$ cat src/sv/dlsq_pkg.sv
// dlsq_pkg: sizes, result codes, entry type and ring address helper
// shared by the sleep queue modules; no dependencies
package dlsq_pkg;

  localparam int unsigned MAX_SLEEPERS = 16;
  localparam int unsigned MAX_RESULTS  = 16;

  localparam int unsigned THREAD_W = 8;
  localparam int unsigned TIME_W   = 32;
  localparam int unsigned EV_W     = 2;

  localparam int unsigned IDX_W = $clog2(MAX_SLEEPERS);
  localparam int unsigned CNT_W = $clog2(MAX_SLEEPERS + 1);
  localparam int unsigned NRES_W = $clog2(MAX_RESULTS + 1);

  localparam logic KIND_SLEEP = 1'b0;
  localparam logic KIND_TICK  = 1'b1;

  localparam logic [EV_W-1:0] EV_INSERTED = 2'd0;
  localparam logic [EV_W-1:0] EV_ZERO     = 2'd1;
  localparam logic [EV_W-1:0] EV_FULL     = 2'd2;
  localparam logic [EV_W-1:0] EV_WOKEN    = 2'd3;

  typedef struct packed {
    logic [THREAD_W-1:0] thread;
    logic [TIME_W-1:0]   delta;
  } entry_t;

  localparam int unsigned ENTRY_W = $bits(entry_t);

  // logical position to physical slot of the ring
  function automatic logic [IDX_W-1:0] phys_addr(input logic [IDX_W-1:0] base,
                                                 input logic [IDX_W-1:0] off);
    logic [IDX_W:0] sum;
    sum = {1'b0, base} + {1'b0, off};
    if (sum >= (IDX_W+1)'(MAX_SLEEPERS)) begin
      sum = sum - (IDX_W+1)'(MAX_SLEEPERS);
    end
    return sum[IDX_W-1:0];
  endfunction

endpackage

$ cat src/sv/dlsq_if.sv
// dlsq_req_if, dlsq_rsp_if: valid/ready channels of the sleep queue
// depends on dlsq_pkg for field widths
interface dlsq_req_if;
  logic                          valid;
  logic                          ready;
  logic                          kind;
  logic [dlsq_pkg::THREAD_W-1:0] thread_id;
  logic [dlsq_pkg::TIME_W-1:0]   sleep_time;

  modport source (output valid, kind, thread_id, sleep_time, input ready);
  modport sink (input valid, kind, thread_id, sleep_time, output ready);
endinterface

interface dlsq_rsp_if;
  logic                          valid;
  logic                          ready;
  logic [dlsq_pkg::EV_W-1:0]     event_res;
  logic [dlsq_pkg::THREAD_W-1:0] woken_id;
  logic                          last;

  modport source (output valid, event_res, woken_id, last, input ready);
  modport sink (input valid, event_res, woken_id, last, output ready);
endinterface

$ cat src/sv/delta_list_sleep_queue.sv
// delta_list_sleep_queue: delta list sleep queue in a ring ram, uses dlsq_pkg/if/ram/alu
// sleep: a zero time or a full queue is rejected at once; else the entries are walked (compare, subtract),
// then the new entry is appended, or the later entries are shifted up (read, write) before the insert
// tick: nothing on an empty queue; else the head delta is decremented, or woken threads are popped, one result each
// one item at a time, accepted again only in the idle state; a stalled output holds the queue in the emit state
// reset clears the entry count, head pointer and output valid; ram contents stay undefined
module delta_list_sleep_queue (
  input  logic              clk_i,
  input  logic              rst_ni,
  dlsq_req_if.sink          req_i,
  dlsq_rsp_if.source        rsp_o
);
  import dlsq_pkg::*;

  localparam logic [3:0] S_IDLE    = 4'd0;
  localparam logic [3:0] S_CMP     = 4'd1;
  localparam logic [3:0] S_SUB     = 4'd2;
  localparam logic [3:0] S_SH_RD   = 4'd3;
  localparam logic [3:0] S_SH_WR   = 4'd4;
  localparam logic [3:0] S_INS     = 4'd5;
  localparam logic [3:0] S_TK_HEAD = 4'd6;
  localparam logic [3:0] S_POP     = 4'd7;
  localparam logic [3:0] S_TK_CHK  = 4'd8;
  localparam logic [3:0] S_EMIT    = 4'd9;

  logic [3:0]          state_q, state_d, ret_q, ret_d;
  logic [CNT_W-1:0]    count_q, count_d;
  logic [IDX_W-1:0]    head_q, head_d;
  logic [IDX_W-1:0]    j_q, j_d, k_q, k_d, pos_q, pos_d;
  logic [NRES_W-1:0]   n_q, n_d;
  logic [TIME_W-1:0]   rem_q, rem_d, dl_q, dl_d;
  logic [THREAD_W-1:0] id_q, id_d, pend_q, pend_d;
  logic [EV_W-1:0]     res_ev_q, res_ev_d;
  logic [THREAD_W-1:0] res_id_q, res_id_d;
  logic                res_last_q, res_last_d;
  logic                ov_q;
  logic [EV_W-1:0]     out_ev_q;
  logic [THREAD_W-1:0] out_id_q;
  logic                out_last_q;
  logic                emit_load;

  logic                req_fire;
  logic                ram_we;
  logic [IDX_W-1:0]    wr_lidx, rd_lidx;
  entry_t              wr_data, rd_entry;
  logic [TIME_W-1:0]   alu_a, alu_b, alu_diff;
  logic                alu_borrow, alu_zero;
  logic [CNT_W-1:0]    j_next_cnt;

  assign req_fire   = req_i.valid && req_i.ready;
  assign req_i.ready = (state_q == S_IDLE);
  assign j_next_cnt = CNT_W'(j_q) + CNT_W'(1);

  dlsq_ram #(
    .WIDTH (ENTRY_W),
    .DEPTH (MAX_SLEEPERS)
  ) u_ram (
    .clk_i   (clk_i),
    .we_i    (ram_we),
    .waddr_i (phys_addr(head_q, wr_lidx)),
    .wdata_i (wr_data),
    .raddr_i (phys_addr(head_q, rd_lidx)),
    .rdata_o (rd_entry)
  );

  dlsq_alu u_alu (
    .a_i      (alu_a),
    .b_i      (alu_b),
    .diff_o   (alu_diff),
    .borrow_o (alu_borrow),
    .zero_o   (alu_zero)
  );

  always_comb begin
    state_d    = state_q;
    ret_d      = ret_q;
    count_d    = count_q;
    head_d     = head_q;
    j_d        = j_q;
    k_d        = k_q;
    pos_d      = pos_q;
    n_d        = n_q;
    rem_d      = rem_q;
    dl_d       = dl_q;
    id_d       = id_q;
    pend_d     = pend_q;
    res_ev_d   = res_ev_q;
    res_id_d   = res_id_q;
    res_last_d = res_last_q;
    ram_we     = 1'b0;
    wr_lidx    = '0;
    wr_data    = rd_entry;
    rd_lidx    = '0;
    alu_a      = rem_q;
    alu_b      = dl_q;
    emit_load  = 1'b0;

    case (state_q)
      S_IDLE: begin
        if (req_fire) begin
          if (req_i.kind == KIND_SLEEP) begin
            id_d       = req_i.thread_id;
            rem_d      = req_i.sleep_time;
            j_d        = '0;
            res_id_d   = req_i.thread_id;
            res_last_d = 1'b1;
            ret_d      = S_IDLE;
            if (req_i.sleep_time == '0) begin
              res_ev_d = EV_ZERO;
              state_d  = S_EMIT;
            end else if (count_q == CNT_W'(MAX_SLEEPERS)) begin
              res_ev_d = EV_FULL;
              state_d  = S_EMIT;
            end else if (count_q == '0) begin
              pos_d   = '0;
              state_d = S_INS;
            end else begin
              state_d = S_CMP;
            end
          end else if (count_q != '0) begin
            state_d = S_TK_HEAD;
          end
        end
      end
      S_CMP: begin
        alu_a = rd_entry.delta;
        alu_b = rem_q;
        if (!alu_borrow && !alu_zero) begin
          ram_we        = 1'b1;
          wr_lidx       = j_q;
          wr_data.delta = alu_diff;
          pos_d         = j_q;
          k_d           = count_q[IDX_W-1:0];
          state_d       = S_SH_RD;
        end else begin
          dl_d    = rd_entry.delta;
          state_d = S_SUB;
        end
      end
      S_SUB: begin
        alu_a   = rem_q;
        alu_b   = dl_q;
        rem_d   = alu_diff;
        j_d     = j_q + IDX_W'(1);
        rd_lidx = j_q + IDX_W'(1);
        if (j_next_cnt == count_q) begin
          pos_d   = j_q + IDX_W'(1);
          state_d = S_INS;
        end else begin
          state_d = S_CMP;
        end
      end
      S_SH_RD: begin
        rd_lidx = k_q - IDX_W'(1);
        state_d = S_SH_WR;
      end
      S_SH_WR: begin
        ram_we  = 1'b1;
        wr_lidx = k_q;
        k_d     = k_q - IDX_W'(1);
        if ((k_q - IDX_W'(1)) == pos_q) begin
          state_d = S_INS;
        end else begin
          state_d = S_SH_RD;
        end
      end
      S_INS: begin
        ram_we         = 1'b1;
        wr_lidx        = pos_q;
        wr_data.thread = id_q;
        wr_data.delta  = rem_q;
        count_d        = count_q + CNT_W'(1);
        res_ev_d       = EV_INSERTED;
        res_id_d       = id_q;
        res_last_d     = 1'b1;
        ret_d          = S_IDLE;
        state_d        = S_EMIT;
      end
      S_TK_HEAD: begin
        alu_a = rd_entry.delta;
        alu_b = TIME_W'(1);
        n_d   = '0;
        if (alu_borrow || alu_zero) begin
          pend_d  = rd_entry.thread;
          state_d = S_POP;
        end else begin
          ram_we        = 1'b1;
          wr_lidx       = '0;
          wr_data.delta = alu_diff;
          state_d       = S_IDLE;
        end
      end
      S_POP: begin
        rd_lidx = IDX_W'(1);
        head_d  = phys_addr(head_q, IDX_W'(1));
        count_d = count_q - CNT_W'(1);
        n_d     = n_q + NRES_W'(1);
        if (count_q == CNT_W'(1) || (n_q + NRES_W'(1)) == NRES_W'(MAX_RESULTS)) begin
          res_ev_d   = EV_WOKEN;
          res_id_d   = pend_q;
          res_last_d = 1'b1;
          ret_d      = S_IDLE;
          state_d    = S_EMIT;
        end else begin
          state_d = S_TK_CHK;
        end
      end
      S_TK_CHK: begin
        alu_a      = rd_entry.delta;
        alu_b      = '0;
        res_ev_d   = EV_WOKEN;
        res_id_d   = pend_q;
        res_last_d = !alu_zero;
        pend_d     = rd_entry.thread;
        ret_d      = alu_zero ? S_POP : S_IDLE;
        state_d    = S_EMIT;
      end
      S_EMIT: begin
        if (!ov_q || rsp_o.ready) begin
          emit_load = 1'b1;
          state_d   = ret_q;
        end
      end
      default: begin
        state_d = S_IDLE;
      end
    endcase
  end

  always_ff @(posedge clk_i or negedge rst_ni) begin
    if (!rst_ni) begin
      state_q <= S_IDLE;
      ret_q   <= S_IDLE;
      count_q <= '0;
      head_q  <= '0;
      n_q     <= '0;
      ov_q    <= 1'b0;
    end else begin
      state_q <= state_d;
      ret_q   <= ret_d;
      count_q <= count_d;
      head_q  <= head_d;
      n_q     <= n_d;
      if (emit_load) begin
        ov_q <= 1'b1;
      end else if (rsp_o.ready) begin
        ov_q <= 1'b0;
      end
    end
  end

  always_ff @(posedge clk_i) begin
    j_q        <= j_d;
    k_q        <= k_d;
    pos_q      <= pos_d;
    rem_q      <= rem_d;
    dl_q       <= dl_d;
    id_q       <= id_d;
    pend_q     <= pend_d;
    res_ev_q   <= res_ev_d;
    res_id_q   <= res_id_d;
    res_last_q <= res_last_d;
    if (emit_load) begin
      out_ev_q   <= res_ev_q;
      out_id_q   <= res_id_q;
      out_last_q <= res_last_q;
    end
  end

  assign rsp_o.valid     = ov_q;
  assign rsp_o.event_res = out_ev_q;
  assign rsp_o.woken_id  = out_id_q;
  assign rsp_o.last      = out_last_q;

endmodule

$ cat src/sv/dlsq_ram.sv
// dlsq_ram: generic single write port, single read port ram with registered read
// no dependencies
module dlsq_ram #(
  parameter int unsigned WIDTH = 8,
  parameter int unsigned DEPTH = 16
) (
  input  logic                     clk_i,
  input  logic                     we_i,
  input  logic [$clog2(DEPTH)-1:0] waddr_i,
  input  logic [WIDTH-1:0]         wdata_i,
  input  logic [$clog2(DEPTH)-1:0] raddr_i,
  output logic [WIDTH-1:0]         rdata_o
);

  logic [WIDTH-1:0] mem_q [DEPTH];

  always_ff @(posedge clk_i) begin
    if (we_i) begin
      mem_q[waddr_i] <= wdata_i;
    end
    rdata_o <= mem_q[raddr_i];
  end

endmodule

$ cat src/sv/dlsq_alu.sv
// dlsq_alu: shared subtractor with borrow and equal flags
// depends on dlsq_pkg
module dlsq_alu (
  input  logic [dlsq_pkg::TIME_W-1:0] a_i,
  input  logic [dlsq_pkg::TIME_W-1:0] b_i,
  output logic [dlsq_pkg::TIME_W-1:0] diff_o,
  output logic                        borrow_o,
  output logic                        zero_o
);
  import dlsq_pkg::*;

  logic [TIME_W:0] full;

  assign full     = {1'b0, a_i} - {1'b0, b_i};
  assign diff_o   = full[TIME_W-1:0];
  assign borrow_o = full[TIME_W];
  assign zero_o   = (full[TIME_W-1:0] == '0);

endmodule

$ cat src/flat_wrapper.sv
// flat-port wrapper written by rule: the top's interface ports become plain ports
module delta_list_sleep_queue_flat import dlsq_pkg::*;
  (clk_i, rst_ni, req_i_valid, req_i_kind, req_i_thread_id, req_i_sleep_time, req_i_ready, rsp_o_valid, rsp_o_event_res, rsp_o_woken_id, rsp_o_last, rsp_o_ready);
  dlsq_req_if req_i_i ();
  dlsq_rsp_if rsp_o_i ();
  input  logic clk_i;
  input  logic rst_ni;
  input wire logic [$bits(req_i_i.valid)-1:0] req_i_valid;
  input wire logic [$bits(req_i_i.kind)-1:0] req_i_kind;
  input wire logic [$bits(req_i_i.thread_id)-1:0] req_i_thread_id;
  input wire logic [$bits(req_i_i.sleep_time)-1:0] req_i_sleep_time;
  output wire logic [$bits(req_i_i.ready)-1:0] req_i_ready;
  output wire logic [$bits(rsp_o_i.valid)-1:0] rsp_o_valid;
  output wire logic [$bits(rsp_o_i.event_res)-1:0] rsp_o_event_res;
  output wire logic [$bits(rsp_o_i.woken_id)-1:0] rsp_o_woken_id;
  output wire logic [$bits(rsp_o_i.last)-1:0] rsp_o_last;
  input wire logic [$bits(rsp_o_i.ready)-1:0] rsp_o_ready;
  assign req_i_i.valid = req_i_valid;
  assign req_i_i.kind = req_i_kind;
  assign req_i_i.thread_id = req_i_thread_id;
  assign req_i_i.sleep_time = req_i_sleep_time;
  assign req_i_ready = req_i_i.ready;
  assign rsp_o_valid = rsp_o_i.valid;
  assign rsp_o_event_res = rsp_o_i.event_res;
  assign rsp_o_woken_id = rsp_o_i.woken_id;
  assign rsp_o_last = rsp_o_i.last;
  assign rsp_o_i.ready = rsp_o_ready;
  delta_list_sleep_queue u_core (.clk_i(clk_i), .rst_ni(rst_ni), .req_i(req_i_i), .rsp_o(rsp_o_i));
endmodule
$ cat config.mk
export PLATFORM = sky130hd
export DESIGN_NAME = delta_list_sleep_queue_flat
export DESIGN_NICKNAME = d
export VERILOG_FILES = /design/src/sv/dlsq_pkg.sv /design/src/sv/dlsq_if.sv /design/src/sv/delta_list_sleep_queue.sv /design/src/sv/dlsq_ram.sv /design/src/sv/dlsq_alu.sv /design/src/flat_wrapper.sv
export SDC_FILE = /design/constraint.sdc
export NUM_CORES = 1
export LEC_CHECK = 0
export ABC_AREA = 0
export ABC_CLOCK_PERIOD_IN_PS = 12600
export BUFFER_PORTS_ARGS = -buffer_cell sky130_fd_sc_hd__buf_2
export CORE_MARGIN = 2
export CORE_UTILIZATION = 55
export CTS_CLUSTER_SIZE = 16
export DETAILED_ROUTE_END_ITERATION = 8
export PLACE_DENSITY_LB_ADDON = 0.12
export RECOVER_POWER = 50
export SYNTH_ARGS = -nofsm -noshare
export SYNTH_HDL_FRONTEND = slang
export SYNTH_HIERARCHICAL = 1
export SYNTH_SLANG_ARGS = --single-unit
$ cat constraint.sdc
create_clock -name clk_i -period 12.6 [get_ports clk_i]
set_input_delay 0 -clock clk_i [delete_from_list [all_inputs] [get_ports clk_i]]
set_output_delay 0 -clock clk_i [all_outputs]
set_load 0.03 [all_outputs]
==> flow_metrics.py <==
metrics = {
    "synthesis": {
        "synth_edf_count": 754,
        "synth.net_count": 2072,
        "syn-cell-area_um2": 34420,
        "dominantRegCellSynth": "sky130_fd_sc_hd__edfxtp_1",
        "synth_top_family_by_area": "multiplexers",
        "synthArstFlopShare_pct": 2.457,
        "netlist.area_leader.share_pct": 65.79,
        "synth_cell_types": 83,
        "synth_seq_cells": 814,
        "synth_largest_area_cell": "sky130_fd_sc_hd__edfxtp_1",
        "avgSynthCellArea_um2": 17.40,
        "synth.mux.area_fraction_pct": 12.49,
        "synth.top_cells.by_area": "sky130_fd_sc_hd__edfxtp_1 66%, sky130_fd_sc_hd__mux4_2 6.5%, sky130_fd_sc_hd__mux4_1 4.6%",
        "post_synth_xor_area_fraction_pct": 1.389,
        "post_synth_inst_count": 1978,
        "synth-simple-area-share_pct": 4.606,
        "yosys.area_share.adder_pct": 1.847,
        "synth-seq-area-share_pct": 69.57,
        "yosysWarnings": 6,
        "synth-compound-area-share_pct": 7.551,
    },
    "route": {
        "initialDrtViolationCount": 2086,
        "drt-vias-per-instance": 6.335,
        "wire_per_inst_um": 27.24,
        "detail-route-antenna-nets": 0,
        "drtPass1Iterations": 5,
        "routed-via-count": 19080,
        "detail_route.drc_violations": 0,
        "wirelength_um": 82010,
    },
    "floorplan": {
        "placementRows": 91,
        "core_region_um2": 61830,
        "num_io_pins": 58,
        "initial_core_util_pct": 55.67,
        "die_height_um": 254.1,
        "design.die.area_um2": 64590,
        "die_w_um": 254.1,
    },
    "finish": {
        "filler_cell_count_in_the_final_layout": 4385,
        "syn2layout_area_growth_pct": 12.71,
        "final_nets": 2200,
        "layout-drive-gt1-share_pct": 16.43,
        "util_after_layout_pct": 62.74,
    },
    "clock_tree": {
        "num_cts_buffers": 83,
        "cts.htree.levels": 3,
        "cts_root_buf": "sky130_fd_sc_hd__clkbuf_16",
        "cts_buffer_depth": 3,
        "clock_tree_from_tritoncts": "yes",
        "cts.repair_timing.setup_buffer_count": 0,
        "clock_sinks": 814,
        "worstSkewPairLatency_ns": 0.64,
        "clkTransAtPathRegs_ns": 0.06,
    },
    "setup_path": {
        "reg2reg_from": "u_core/state_q[1]",
        "worst-setup-path-type": "flop to flop",
        "critical-path-slowest-cell": "sky130_fd_sc_hd__nor2_4",
        "rr_worst_depth": 30,
        "worst_r2r_endpoint": "u_core/u_ram/mem_q[13][36]",
        "timing.critical_path.slowest_cell_delay_ns": 0.95,
        "critPathMaxFanout": 54,
        "critical_path_startpoint_category": "flop",
        "worst-endpoint-arrival_ns": 11.63,
        "critPathLaunch": "u_core/state_q[1]",
        "end_kind": "flop",
        "endpoint": "u_core/u_ram/mem_q[13][36]",
        "reg2reg_setup_slack_ns": 1.28,
        "crit_path_required_time_ns": 12.91,
    },
    "run_status": {
        "violations": "max-capacitance violations, max-slew violations",
        "status": "finished with violations",
    },
    "grt": {
        "globalRouteTotalUtil_pct": 25.72,
        "grt_start_max_net_pins": 91,
        "globalRouteOverflowTotal": 0,
        "grt_pass1_vias": 18710,
        "global_route_wire_length_before_repair_um": 121300,
        "antenna_found_initial": 2,
    },
    "sta": {
        "timing.slew.headroom_pct": -116.9,
        "final-hold-violation-count": 0,
        "max_freq_mhz": 88.34,
        "rsz_0062_raised_after_global_routing": "no",
        "finalClockSkew_ns": 0.03305,
        "timing_max_transition_violations_final": 271,
        "totalNegativeSetupSlack_ns": 0,
        "period_share_pct": 89.84,
        "measured_slew_at_the_worst_slew_check_pin_ns": 3.241,
        "min_period_ns": 11.32,
        "setup_viol": 0,
    },
    "place": {
        "routabilityCongestion": 0.8817,
        "buffer_ports.inserted": 57,
        "dpl.hpwl_um": 47790,
    },
    "worst_hold_path": {
        "hold_depth": 2,
        "timing.hold.worst.class": "input pin to flop",
    },
    "job": {
        "drv_cap": 8,
    },
}
-- how the worst min path moves through the flow --
stage	start	end	slack, ns
floorplan	rst_ni	u_core/count_q[0]	-0.30
global placement	rst_ni	u_core/ret_q[1]	-0.02
detailed placement	rst_ni	u_core/ret_q[1]	-0.009
CTS	req_i_thread_id[7]	u_core/id_q[7]	0.07
global route	req_i_thread_id[7]	u_core/id_q[7]	0.08
finish	req_i_thread_id[7]	u_core/id_q[7]	0.10
-- layer usage --
| layer | track usage [%] | vias to the layer above | routed length (µm) |
|---|---|---|---|
| met1 | 39.64 | 9947 | 36710 |
| li1 | - | 8223 | - |
| met2 | 38.69 | 782 | 37590 |
| met5 | 0 | - | 0 |
| met4 | 6.319 | 0 | 1666 |
| met3 | 4.429 | 124 | 6053 |
-- repair_timing --
| action | in CTS | in global routing |
|---|---|---|
| gates resized for setup | 0 | 0 |
| endpoints found under the hold margin | 73 | 0 |
| hold buffers | 47 | 0 |
-- per-stage QoR --
| stage | hold WS [ns] | setup WS, ns | std cells | instance area (µm²) |
|---|---|---|---|---|
| finish | 0.1006 | 1.280 | 3011 | 38790 |
| global route | 0.07911 | 0.6702 | 3010 | 38790 |
| CTS | 0.07154 | 1.865 | 3010 | 38890 |
| detailed placement | -0.008944 | 1.911 | 2811 | 35580 |
| global placement | -0.02408 | 2.087 | 2811 | 35580 |
| floorplan | -0.2956 | 2.277 | 1978 | 34420 |
-- cells in the mapped netlist (all sizes together), types with 4 or more instances --
| cell type | n |
|---|---|
| edfxtp | 754 |
| nand2 | 182 |
| mux4 | 160 |
| a22oi | 82 |
| inv | 68 |
| a22o | 65 |
| a21o | 56 |
| buf | 51 |
| nor2 | 48 |
| a21oi | 47 |
| clkbuf | 47 |
| ha | 46 |
| dfxtp | 40 |
| mux2 | 40 |
| o21ai | 39 |
| xnor2 | 35 |
| dfrtp | 20 |
| nor3 | 18 |
| xor2 | 17 |
| nand3 | 16 |
| nand2b | 14 |
| a222oi | 13 |
| nor4 | 11 |
| and2 | 9 |
| o21a | 9 |
| nand3b | 7 |
| nand4 | 6 |
| nor2b | 6 |
| o21bai | 6 |
| or3 | 5 |
| a31oi | 4 |
| and3 | 4 |
| or2 | 4 |
-- state kept, by name, summed over array words and instances (netlist names) --
signal,flops
u_core/head_q,4
u_core/rem_q,32
u_core/u_ram/rdata_o,40
u_core/rsp_o.woken_id,8
u_core/res_ev_q,2
u_core/u_ram/mem_q,640
u_core/res_last_q,1
u_core/n_q,5
u_core/rsp_o.last,1
u_core/rsp_o.valid,1
u_core/rsp_o.event_res,2
u_core/count_q,5
u_core/j_q,4
u_core/dl_q,32
u_core/res_id_q,8
u_core/pos_q,4
u_core/k_q,4
u_core/id_q,8
u_core/state_q,4
u_core/pend_q,8
u_core/ret_q,1
-- cell families after synthesis --
group                      after synthesis
adders and majority gates               49
and+or+nand+nor                        342
DFF                                    814
buffers and inverters                  166
xor gates and xnor gates                53
AOI/OAI and AO/OA                      352
muxes                                  202
-- worst max-delay path, delay by kind of cell, from the launching register on --
family	cells	cell delay, ns
xor gates and xnor gates	3	0.60
AOI/OAI and AO/OA	9	2.77
buffers and inverters	4	1.46
adders and majority gates	2	0.64
DFF	1	0.76
and+or+nand+nor	11	4.32
muxes	1	0.41
-- final cells by class --
class / instances / area, µm² / area share (%)
clock inverter: 47 / 584.3 / 1.506
timing repair buffer: 141 / 998.5 / 2.574
antenna: 1 / 2.502 / 0.006451
multi-input combinational: 998 / 9701 / 25.01
sequential: 814 / 23940 / 61.73
tap: 837 / 1047 / 2.700
inverter: 68 / 260.3 / 0.6709
clock buffer: 105 / 2252 / 5.806
-- layout by cell type, fill, tap and decap left out, types with 16 or more instances in the layout --
master / count
sky130_fd_sc_hd__mux4_1: 60
sky130_fd_sc_hd__a21oi_1: 46
sky130_fd_sc_hd__dlygate4sd3_1: 47
sky130_fd_sc_hd__inv_1: 67
sky130_fd_sc_hd__buf_4: 30
sky130_fd_sc_hd__clkbuf_1: 41
sky130_fd_sc_hd__a22oi_1: 82
sky130_fd_sc_hd__xnor2_1: 35
sky130_fd_sc_hd__nor2_1: 35
sky130_fd_sc_hd__nand3_1: 16
sky130_fd_sc_hd__dfrtp_1: 20
sky130_fd_sc_hd__clkbuf_16: 85
sky130_fd_sc_hd__xor2_1: 17
sky130_fd_sc_hd__mux4_2: 100
sky130_fd_sc_hd__nand2_1: 182
sky130_fd_sc_hd__a22o_1: 65
sky130_fd_sc_hd__buf_2: 37
sky130_fd_sc_hd__o21ai_0: 36
sky130_fd_sc_hd__mux2_2: 31
sky130_fd_sc_hd__dfxtp_1: 40
sky130_fd_sc_hd__edfxtp_1: 754
sky130_fd_sc_hd__a21o_1: 53
sky130_fd_sc_hd__ha_1: 45
Power is left out: the tool's default activity adds up to more than one toggle a clock period on the data nets, which glitch-free logic cannot reach.
